### src/design/nfba_pkg.sv
package nfba_pkg;

  // fixed field widths
  localparam int unsigned MODE_W  = 1;
  localparam int unsigned SLOT_W  = 10;
  localparam int unsigned COUNT_W = 11;
  localparam int unsigned LIM_W   = 11;
  localparam int unsigned STAT_W  = 2;

  // bitmap word geometry
  localparam int unsigned WORD_BITS = 64;
  localparam int unsigned OFF_W     = 6;

  // configuration port
  localparam int unsigned CFG_AW = 3;
  localparam int unsigned CFG_DW = 32;
  localparam logic [0:0] REG_LIMIT = 1'b0;
  localparam logic [LIM_W-1:0] LIMIT_RESET = 11'd1024;

  // request kinds
  localparam logic [MODE_W-1:0] MODE_ALLOC = 1'b0;
  localparam logic [MODE_W-1:0] MODE_FREE  = 1'b1;

  // result status codes
  localparam logic [STAT_W-1:0] ST_OK       = 2'd0;
  localparam logic [STAT_W-1:0] ST_FULL     = 2'd1;
  localparam logic [STAT_W-1:0] ST_RANGE    = 2'd2;
  localparam logic [STAT_W-1:0] ST_NOT_USED = 2'd3;

  typedef struct packed {
    logic [MODE_W-1:0] mode;
    logic [SLOT_W-1:0] slot_to_free;
  } req_t;

  typedef struct packed {
    logic [STAT_W-1:0]  status;
    logic [SLOT_W-1:0]  granted_slot;
    logic [COUNT_W-1:0] occupied_count;
  } res_t;

  // controller to datapath
  typedef struct packed {
    logic              load;
    logic              advance;
    logic              do_alloc;
    logic              do_free;
    logic              report;
    logic [STAT_W-1:0] res_status;
  } dp_cmd_t;

  // datapath to controller
  typedef struct packed {
    logic is_free;
    logic pool_full;
    logic out_of_range;
    logic target_used;
    logic found;
    logic last_word;
  } dp_sts_t;

endpackage

### src/design/next_fit_bitmap_slot_allocator.sv
// Next-fit slot allocator. Pulse start with a request while busy is low; one
// result beat follows on out_res with out_strobe high for exactly one cycle,
// and it cannot be held off, so the receiver must take it when it appears.
// A free, a pool-full answer and an out-of-range answer are decided in the
// first evaluation state after start. An allocate reads one 64-bit bitmap
// word per cycle through the single read port and picks the first free bit
// with a priority encoder. A new request may be started in the cycle its
// predecessor's result beat is shown. The user must write slots_in_use_limit
// (byte address 0) only while busy is low and no result is pending; the
// block itself does not enforce this.
module next_fit_bitmap_slot_allocator #(
  parameter int unsigned NUM_SLOTS = 1024
) (
  input  logic                          clk,
  input  logic                          rst_n,
  // request channel
  input  logic                          start,
  output logic                          busy,
  input  nfba_pkg::req_t                in_req,
  // result channel
  output logic                          out_strobe,
  output nfba_pkg::res_t                out_res,
  // configuration port
  input  logic                          psel,
  input  logic                          penable,
  input  logic                          pwrite,
  input  logic [nfba_pkg::CFG_AW-1:0]   paddr,
  input  logic [nfba_pkg::CFG_DW-1:0]   pwdata,
  output logic [nfba_pkg::CFG_DW-1:0]   prdata,
  output logic                          pready
);
  import nfba_pkg::*;

  logic [LIM_W-1:0] limit_r;
  logic             reg_hit;
  dp_cmd_t          cmd;
  dp_sts_t          sts;

  // register decode
  assign pready  = 1'b1;
  assign reg_hit = (paddr[CFG_AW-1:2] == REG_LIMIT);
  assign prdata  = reg_hit ? CFG_DW'(limit_r) : '0;

  always_ff @(posedge clk) begin
    if (!rst_n) begin
      limit_r <= LIMIT_RESET;
    end else if (psel && penable && pwrite && reg_hit) begin
      limit_r <= pwdata[LIM_W-1:0];
    end
  end

  nfba_ctrl u_ctrl (
    .clk   (clk),
    .rst_n (rst_n),
    .start (start),
    .busy  (busy),
    .sts   (sts),
    .cmd   (cmd)
  );

  nfba_dpath #(
    .NUM_SLOTS (NUM_SLOTS)
  ) u_dpath (
    .clk        (clk),
    .rst_n      (rst_n),
    .cmd        (cmd),
    .sts        (sts),
    .req        (in_req),
    .limit_reg  (limit_r),
    .res_strobe (out_strobe),
    .res        (out_res)
  );

endmodule

### src/design/nfba_ctrl.sv
module nfba_ctrl (
  input  logic             clk,
  input  logic             rst_n,
  input  logic             start,
  output logic             busy,
  input  nfba_pkg::dp_sts_t sts,
  output nfba_pkg::dp_cmd_t cmd
);
  import nfba_pkg::*;

  localparam logic S_IDLE = 1'b0;
  localparam logic S_EVAL = 1'b1;

  logic state_r;
  logic state_nxt;

  assign busy = (state_r == S_EVAL);

  // decide the outcome of each evaluated word
  always_comb begin
    state_nxt      = state_r;
    cmd            = '0;
    cmd.res_status = ST_OK;
    case (state_r)
      S_IDLE: begin
        if (start) begin
          cmd.load  = 1'b1;
          state_nxt = S_EVAL;
        end
      end
      S_EVAL: begin
        state_nxt  = S_IDLE;
        cmd.report = 1'b1;
        if (sts.is_free) begin
          if (sts.out_of_range) begin
            cmd.res_status = ST_RANGE;
          end else if (!sts.target_used) begin
            cmd.res_status = ST_NOT_USED;
          end else begin
            cmd.do_free = 1'b1;
          end
        end else if (sts.pool_full) begin
          cmd.res_status = ST_FULL;
        end else if (sts.found) begin
          cmd.do_alloc = 1'b1;
        end else if (sts.last_word) begin
          cmd.res_status = ST_FULL;
        end else begin
          // nothing free in this word, move to the next one
          cmd.report  = 1'b0;
          cmd.advance = 1'b1;
          state_nxt   = S_EVAL;
        end
      end
      default: begin
        state_nxt = S_IDLE;
      end
    endcase
  end

  always_ff @(posedge clk) begin
    if (!rst_n) begin
      state_r <= S_IDLE;
    end else begin
      state_r <= state_nxt;
    end
  end

endmodule

### src/design/nfba_dpath.sv
module nfba_dpath #(
  parameter int unsigned NUM_SLOTS = 1024
) (
  input  logic                          clk,
  input  logic                          rst_n,
  input  nfba_pkg::dp_cmd_t             cmd,
  output nfba_pkg::dp_sts_t             sts,
  input  nfba_pkg::req_t                req,
  input  logic [nfba_pkg::LIM_W-1:0]    limit_reg,
  output logic                          res_strobe,
  output nfba_pkg::res_t                res
);
  import nfba_pkg::*;

  localparam int unsigned MAP_WORDS = (NUM_SLOTS + WORD_BITS - 1) / WORD_BITS;
  localparam int unsigned WAW = (MAP_WORDS > 1) ? $clog2(MAP_WORDS) : 1;
  localparam int unsigned XW = (LIM_W > OFF_W + WAW) ? LIM_W : OFF_W + WAW;
  localparam int unsigned LIM_CAP = (NUM_SLOTS < 2047) ? NUM_SLOTS : 2047;

  // bitmap storage, valid bit per word stands in for the reset clear
  logic [WORD_BITS-1:0] bitmap_mem [MAP_WORDS];
  logic                 word_vld_r [MAP_WORDS];
  logic [WORD_BITS-1:0] rd_data_r;
  logic                 rd_vld_r;
  logic [WAW-1:0]       rd_addr;
  logic                 wr_en;
  logic [WORD_BITS-1:0] wr_data;

  // request and search state
  logic [MODE_W-1:0]  mode_r;
  logic [SLOT_W-1:0]  target_r;
  logic [WAW-1:0]     cursor_r, cursor_nxt;
  logic               wrapped_r, wrapped_nxt;
  logic [WAW-1:0]     ws_r;
  logic [OFF_W-1:0]   soff_r;
  logic [SLOT_W-1:0]  head_r, head_nxt;
  logic [COUNT_W-1:0] count_r, count_nxt;

  logic [LIM_W-1:0]     limit;
  logic [XW-1:0]        lim_ext, lim_m1, head_ext, start_idx, tgt_ext, req_ext;
  logic [WAW-1:0]       last_w;
  logic [WORD_BITS-1:0] rd_word, lim_mask, pass_mask, cand, bit_sel;
  logic [OFF_W-1:0]     hit_off;
  logic [XW-1:0]        hit_idx, hit_idx1;

  function automatic logic [OFF_W-1:0] lowest_set(input logic [WORD_BITS-1:0] v);
    logic [OFF_W-1:0] p;
    p = '0;
    for (int i = WORD_BITS - 1; i >= 0; i--) begin
      if (v[i]) begin
        p = OFF_W'(i);
      end
    end
    return p;
  endfunction

  // effective limit, clamped to the built slot count
  assign limit    = (32'(limit_reg) > LIM_CAP) ? LIM_W'(LIM_CAP) : limit_reg;
  assign lim_ext  = XW'(limit);
  assign lim_m1   = lim_ext - XW'(1);
  assign last_w   = lim_m1[OFF_W +: WAW];
  assign head_ext = XW'(head_r);
  assign start_idx = (head_ext < lim_ext) ? head_ext : '0;
  assign tgt_ext  = XW'(target_r);
  assign req_ext  = XW'(req.slot_to_free);

  // word under evaluation
  assign rd_word = rd_vld_r ? rd_data_r : '0;

  // bits of this word that belong to the current pass
  always_comb begin
    lim_mask = '1;
    if (cursor_r == last_w) begin
      lim_mask = {WORD_BITS{1'b1}} >> (OFF_W'(WORD_BITS - 1) - lim_m1[OFF_W-1:0]);
    end
    pass_mask = '1;
    if (cursor_r == ws_r) begin
      if (wrapped_r) begin
        pass_mask = ~({WORD_BITS{1'b1}} << soff_r);
      end else begin
        pass_mask = {WORD_BITS{1'b1}} << soff_r;
      end
    end
  end

  assign cand     = ~rd_word & lim_mask & pass_mask;
  assign hit_off  = lowest_set(cand);
  assign hit_idx  = XW'({cursor_r, hit_off});
  assign hit_idx1 = hit_idx + XW'(1);

  // status to the controller
  assign sts.is_free      = (mode_r == MODE_FREE);
  assign sts.pool_full    = (count_r >= COUNT_W'(limit));
  assign sts.out_of_range = (tgt_ext >= lim_ext);
  assign sts.target_used  = rd_word[target_r[OFF_W-1:0]];
  assign sts.found        = |cand;
  assign sts.last_word    = wrapped_r && (cursor_r == ws_r);

  // cursor walk and memory read address
  always_comb begin
    cursor_nxt  = cursor_r;
    wrapped_nxt = wrapped_r;
    if (cmd.load) begin
      wrapped_nxt = 1'b0;
      if (req.mode == MODE_FREE) begin
        cursor_nxt = req_ext[OFF_W +: WAW];
      end else begin
        cursor_nxt = start_idx[OFF_W +: WAW];
      end
    end else if (cmd.advance) begin
      if (!wrapped_r && (cursor_r == last_w)) begin
        cursor_nxt  = '0;
        wrapped_nxt = 1'b1;
      end else begin
        cursor_nxt = cursor_r + WAW'(1);
      end
    end
  end

  assign rd_addr = cursor_nxt;

  // bitmap update, head and count
  always_comb begin
    bit_sel   = '0;
    wr_en     = 1'b0;
    wr_data   = rd_word;
    head_nxt  = head_r;
    count_nxt = count_r;
    if (cmd.do_alloc) begin
      bit_sel   = {{(WORD_BITS-1){1'b0}}, 1'b1} << hit_off;
      wr_en     = 1'b1;
      wr_data   = rd_word | bit_sel;
      count_nxt = count_r + COUNT_W'(1);
      head_nxt  = (hit_idx1 >= lim_ext) ? '0 : hit_idx1[SLOT_W-1:0];
    end else if (cmd.do_free) begin
      bit_sel = {{(WORD_BITS-1){1'b0}}, 1'b1} << target_r[OFF_W-1:0];
      wr_en   = 1'b1;
      wr_data = rd_word & ~bit_sel;
      if (count_r != '0) begin
        count_nxt = count_r - COUNT_W'(1);
      end
    end
  end

  // bitmap memory
  always_ff @(posedge clk) begin
    if (wr_en) begin
      bitmap_mem[cursor_r] <= wr_data;
    end
    rd_data_r <= bitmap_mem[rd_addr];
  end

  always_ff @(posedge clk) begin
    if (!rst_n) begin
      for (int i = 0; i < MAP_WORDS; i++) begin
        word_vld_r[i] <= 1'b0;
      end
      rd_vld_r <= 1'b0;
    end else begin
      if (wr_en) begin
        word_vld_r[cursor_r] <= 1'b1;
      end
      rd_vld_r <= word_vld_r[rd_addr];
    end
  end

  // control state
  always_ff @(posedge clk) begin
    if (!rst_n) begin
      head_r     <= '0;
      count_r    <= '0;
      wrapped_r  <= 1'b0;
      cursor_r   <= '0;
      res_strobe <= 1'b0;
    end else begin
      head_r     <= head_nxt;
      count_r    <= count_nxt;
      wrapped_r  <= wrapped_nxt;
      cursor_r   <= cursor_nxt;
      res_strobe <= cmd.report;
    end
  end

  // request capture
  always_ff @(posedge clk) begin
    if (cmd.load) begin
      mode_r   <= req.mode;
      target_r <= req.slot_to_free;
      ws_r     <= start_idx[OFF_W +: WAW];
      soff_r   <= start_idx[OFF_W-1:0];
    end
  end

  // result beat
  always_ff @(posedge clk) begin
    if (cmd.report) begin
      res.status         <= cmd.res_status;
      res.granted_slot   <= cmd.do_alloc ? hit_idx[SLOT_W-1:0] : '0;
      res.occupied_count <= count_nxt;
    end
  end

endmodule
### config.mk
export PLATFORM = sky130hd
export DESIGN_NAME = next_fit_bitmap_slot_allocator
export DESIGN_NICKNAME = d
export VERILOG_FILES = /design/src/design/nfba_pkg.sv /design/src/design/next_fit_bitmap_slot_allocator.sv /design/src/design/nfba_ctrl.sv /design/src/design/nfba_dpath.sv
export SDC_FILE = /design/constraint.sdc
export NUM_CORES = 2
export LEC_CHECK = 0
export ABC_AREA = 0
export BUFFER_PORTS_ARGS = -buffer_cell sky130_fd_sc_hd__buf_2
export CAP_MARGIN = 20
export CORE_ASPECT_RATIO = 0.6
export CORE_MARGIN = 2
export CORE_UTILIZATION = 60
export CTS_CLUSTER_DIAMETER = 30
export DETAILED_ROUTE_END_ITERATION = 7
export PLACE_DENSITY_LB_ADDON = 0.25
export SYNTH_ARGS = -nofsm -noshare
export SYNTH_HDL_FRONTEND = slang
export SYNTH_SLANG_ARGS = --single-unit
### constraint.sdc
create_clock -name clk -period 11.1 [get_ports clk]
set_clock_uncertainty 0.05 [all_clocks]
set_input_delay 2.22 -clock clk [delete_from_list [all_inputs] [get_ports clk]]
set_output_delay 2.22 -clock clk [all_outputs]
set_load 0.05 [all_outputs]
==> results.cfg <==
[clock_tree]
clock-sinks = 1188
clock_path_buffers = 3
root_buffer = clkbuf_16
postCtsSetupBuffers = 0
cts.repair.resized = 0
h-tree-depth = 4
numCtsBuffers = 136
cts_tree = yes
hold_buffers = 0
clk_pin_slew_worst_paths_ps = 60
insertion_delay_ps = 790

[timing]
maxSlewViolCount = 0
final-setup-viol-count = 0
worstMarginPinSlew_ps = 1250
setup_tns_ps = 0
final_hold_viol_count = 0
min_period_over_period = 0.913
layout_min_cycle_time_ps = 10130
maxSlewHeadroom = 0.159
rsz0062_at_grt = false
max_clock_freq_mhz = 98.7
holdWs_ps = 414

[floorplanning]
rows = 84
coreArea_mm2 = 0.0875
die_w_um = 388
dieHeight_um = 234
dieArea_mm2 = 0.0909
io_pins = 110
initial_utilization = 0.606

[worst_setup_path]
cp.arrival_ps = 10770
slowest_delay_ps = 760
startpoint_type = flop
cp-end-kind = flop
worstSetupPathType = reg2reg
crit_required_ps = 11740
crit_fanout = 17
slowest_stage = or4b_2
crit_path_frequent_cell = o21a_1
cp_top_family = compound AO/OA/AOI/OAI gates
path_buf_inv = 2
r2r_slack_ps = 970

[global_route]
antenna_found_initial = 12
grt_max_degree = 82
grt_pass1_vias = 34828
grt_util_all_layers = 0.381
grt_overflow = 0
grt_first_pass_wirelength_mm = 248

[detailed_routing]
drt-pass1-iter-count = 8
ant_nets = 0
via_per_inst = 7.04
routed_wl_mm = 174
drt_iter0_markers = 6606
wl_per_cell_um = 32.2
vias = 38128
route.detailed.drc = 0

[power]
powerDensity_mw_per_mm2 = 184
p_total_uw = 10900
irDropWorstVdd_uv = 181
total_leakage_power_uw = 0.0209

[synthesis]
synth_fa_ha_area_frac = 0.0132
syn_area_per_cell_um2 = 12.9
async_reset_ff_frac = 0
synth_seq_cells = 1188
postSynthCellCount = 4123
yosys.area_share.simple = 0.0943
synth_top_family_by_area = compound AO/OA/AOI/OAI gates
synthXorXnorAreaFrac = 0.0122
syn-cell-area_mm2 = 0.0530
synth-compound-area-share = 0.154
yosysWarnings = 0
synth.yosys.seq_area_share = 0.650
synth_cell_type_count = 92
synth_ff_type = edfxtp_1
muxShareOfSynthArea = 0.0455
synth_edf_count = 1068

[place]
place_congestion = 1.10
portBuffers = 64
place_inst = 5160
hpwl_mm = 108

[layout]
fin_nets = 4248
drive_gt1_frac = 0.118
layout_common_cells = edfxtp_1 (1068), nand2_1 (454), a21oi_1 (383)
final_cell_count_no_fill = 5416
final_common_cell = edfxtp_1
syn_to_final_growth_pct = 12.0

[run]
maxCapViolations = 0

[min_path]
worstHoldPathType = reg2reg

[run_status]
status = finished, final reports clean
[path summary, 6_finish.rpt]
check | from | end | depth (start not counted)
hold / removal | u_dpath.word_vld_r[2] | u_dpath.word_vld_r[2] | 2
setup reg to reg | limit_r[10] | u_dpath.head_r[3] | 29
setup / recovery | limit_r[10] | u_dpath.head_r[3] | 29
hold reg to reg | u_dpath.word_vld_r[2] | u_dpath.word_vld_r[2] | 2
[cells in the mapped netlist, types with 9 or more instances]
cell type | instances | share of area
buf_4 | 26 | 0.0037
nor2b_1 | 36 | 0.0042
a21oi_1 | 383 | 0.036
a21boi_0 | 22 | 0.0031
a32o_1 | 16 | 0.0030
mux2i_1 | 196 | 0.037
or3_1 | 21 | 0.0025
a22o_1 | 9 | 0.0015
or4_1 | 69 | 0.0098
a22oi_1 | 13 | 0.0018
clkbuf_1 | 208 | 0.015
ha_1 | 56 | 0.013
buf_2 | 60 | 0.0057
and3_1 | 86 | 0.010
o31ai_1 | 12 | 0.0017
dfxtp_1 | 120 | 0.045
a21o_1 | 64 | 0.0091
o211ai_1 | 21 | 0.0030
a221oi_1 | 201 | 0.033
inv_1 | 39 | 0.0028
nor3_1 | 31 | 0.0029
nand2b_1 | 29 | 0.0034
a32oi_1 | 9 | 0.0015
or2_2 | 9 | 0.0011
o21ai_0 | 127 | 0.012
buf_6 | 10 | 0.0021
a31oi_1 | 26 | 0.0031
nor2_1 | 122 | 0.0086
buf_1 | 23 | 0.0016
o21a_1 | 36 | 0.0051
edfxtp_1 | 1068 | 0.60
nand3_1 | 47 | 0.0044
a211oi_1 | 150 | 0.021
nand2_1 | 458 | 0.032
o22ai_1 | 19 | 0.0022
and2_1 | 51 | 0.0060
mux4_2 | 18 | 0.0076
nand4_1 | 17 | 0.0020
xnor2_1 | 66 | 0.011
[cell families (layout without fill, tap and decap cells)]
kind of cell,Yosys count,in the layout
compound gates,1200,1200
flops,1188,1188
simple gates,1015,1015
buf+inv,370,480
mux,218,218
xor+xnor,74,74
fa+ha+maj,56,56
other cells,2,24
[layer usage]
metal	wire length [um]	part of all wire	track usage	vias to the layer above
met5	165	0.00095	0.00416	-
met4	5150	0.030	0.128	16
met3	27300	0.16	0.128	370
met2	69900	0.40	0.505	2887
met1	71900	0.41	0.585	18758
li1	-	-	-	16097
[registers in the layout, indices dropped and copies added (netlist names)]
| register | cells |
|---|---|
| u_dpath.count_r | 11 |
| u_dpath.res_strobe | 1 |
| u_dpath.head_r | 10 |
| u_dpath.soff_r | 6 |
| u_dpath.word_vld_r | 16 |
| u_dpath.rd_data_r | 64 |
| u_dpath.bitmap_mem | 1024 |
| u_dpath.cursor_r | 4 |
| u_ctrl.busy | 1 |
| u_dpath.ws_r | 4 |
| u_dpath.target_r | 10 |
| limit_r | 11 |
| u_dpath.rd_vld_r | 1 |
| u_dpath.mode_r | 1 |
| u_dpath.wrapped_r | 1 |
| u_dpath.res | 23 |
[area by class of cell]
class / count / area [um2]
Antenna cell: 2 / 5.00
Clock buffer: 155 / 3580
Clock inverter: 96 / 1160
Fill cell: 6031 / 28100
Inverter: 43 / 161
Multi-Input combinational cell: 2585 / 17200
Sequential cell: 1188 / 34500
Tap cell: 1161 / 1450
Timing Repair Buffer: 186 / 1440
[worst register-to-register path: cells and delay by family (launching register included)]
family	cells	cell delay (ps)
AO/OA/AOI/OAI	16	4890
AND/OR/NAND/NOR	7	2150
adder cells (fa/ha/maj)	4	1600
flip-flops	1	730
buffers and inverters	2	660
[report_power, final]
group / internal [uW] / leakage, uW / switching, uW / total, uW
combinational: 347 / 0.00770 / 792 / 1140
clock: 2750 / 0.00229 / 1900 / 4640
sequential: 4980 / 0.0109 / 156 / 5130
total: 8070 / 0.0209 / 2850 / 10900
[through the flow]
| step | util | cell area [um2] | worst slack [ps] |
|---|---|---|---|
| after floorplan | - | 53100 | 3180 |
| after global placement | 0.624 | 54600 | 1660 |
| after detailed placement | 0.624 | 54700 | 1560 |
| after CTS | 0.678 | 59400 | 1430 |
| after global routing | 0.679 | 59400 | 523 |
| final | 0.679 | 59400 | 967 |
No activity file was read; power rests on OpenSTA's default activity.
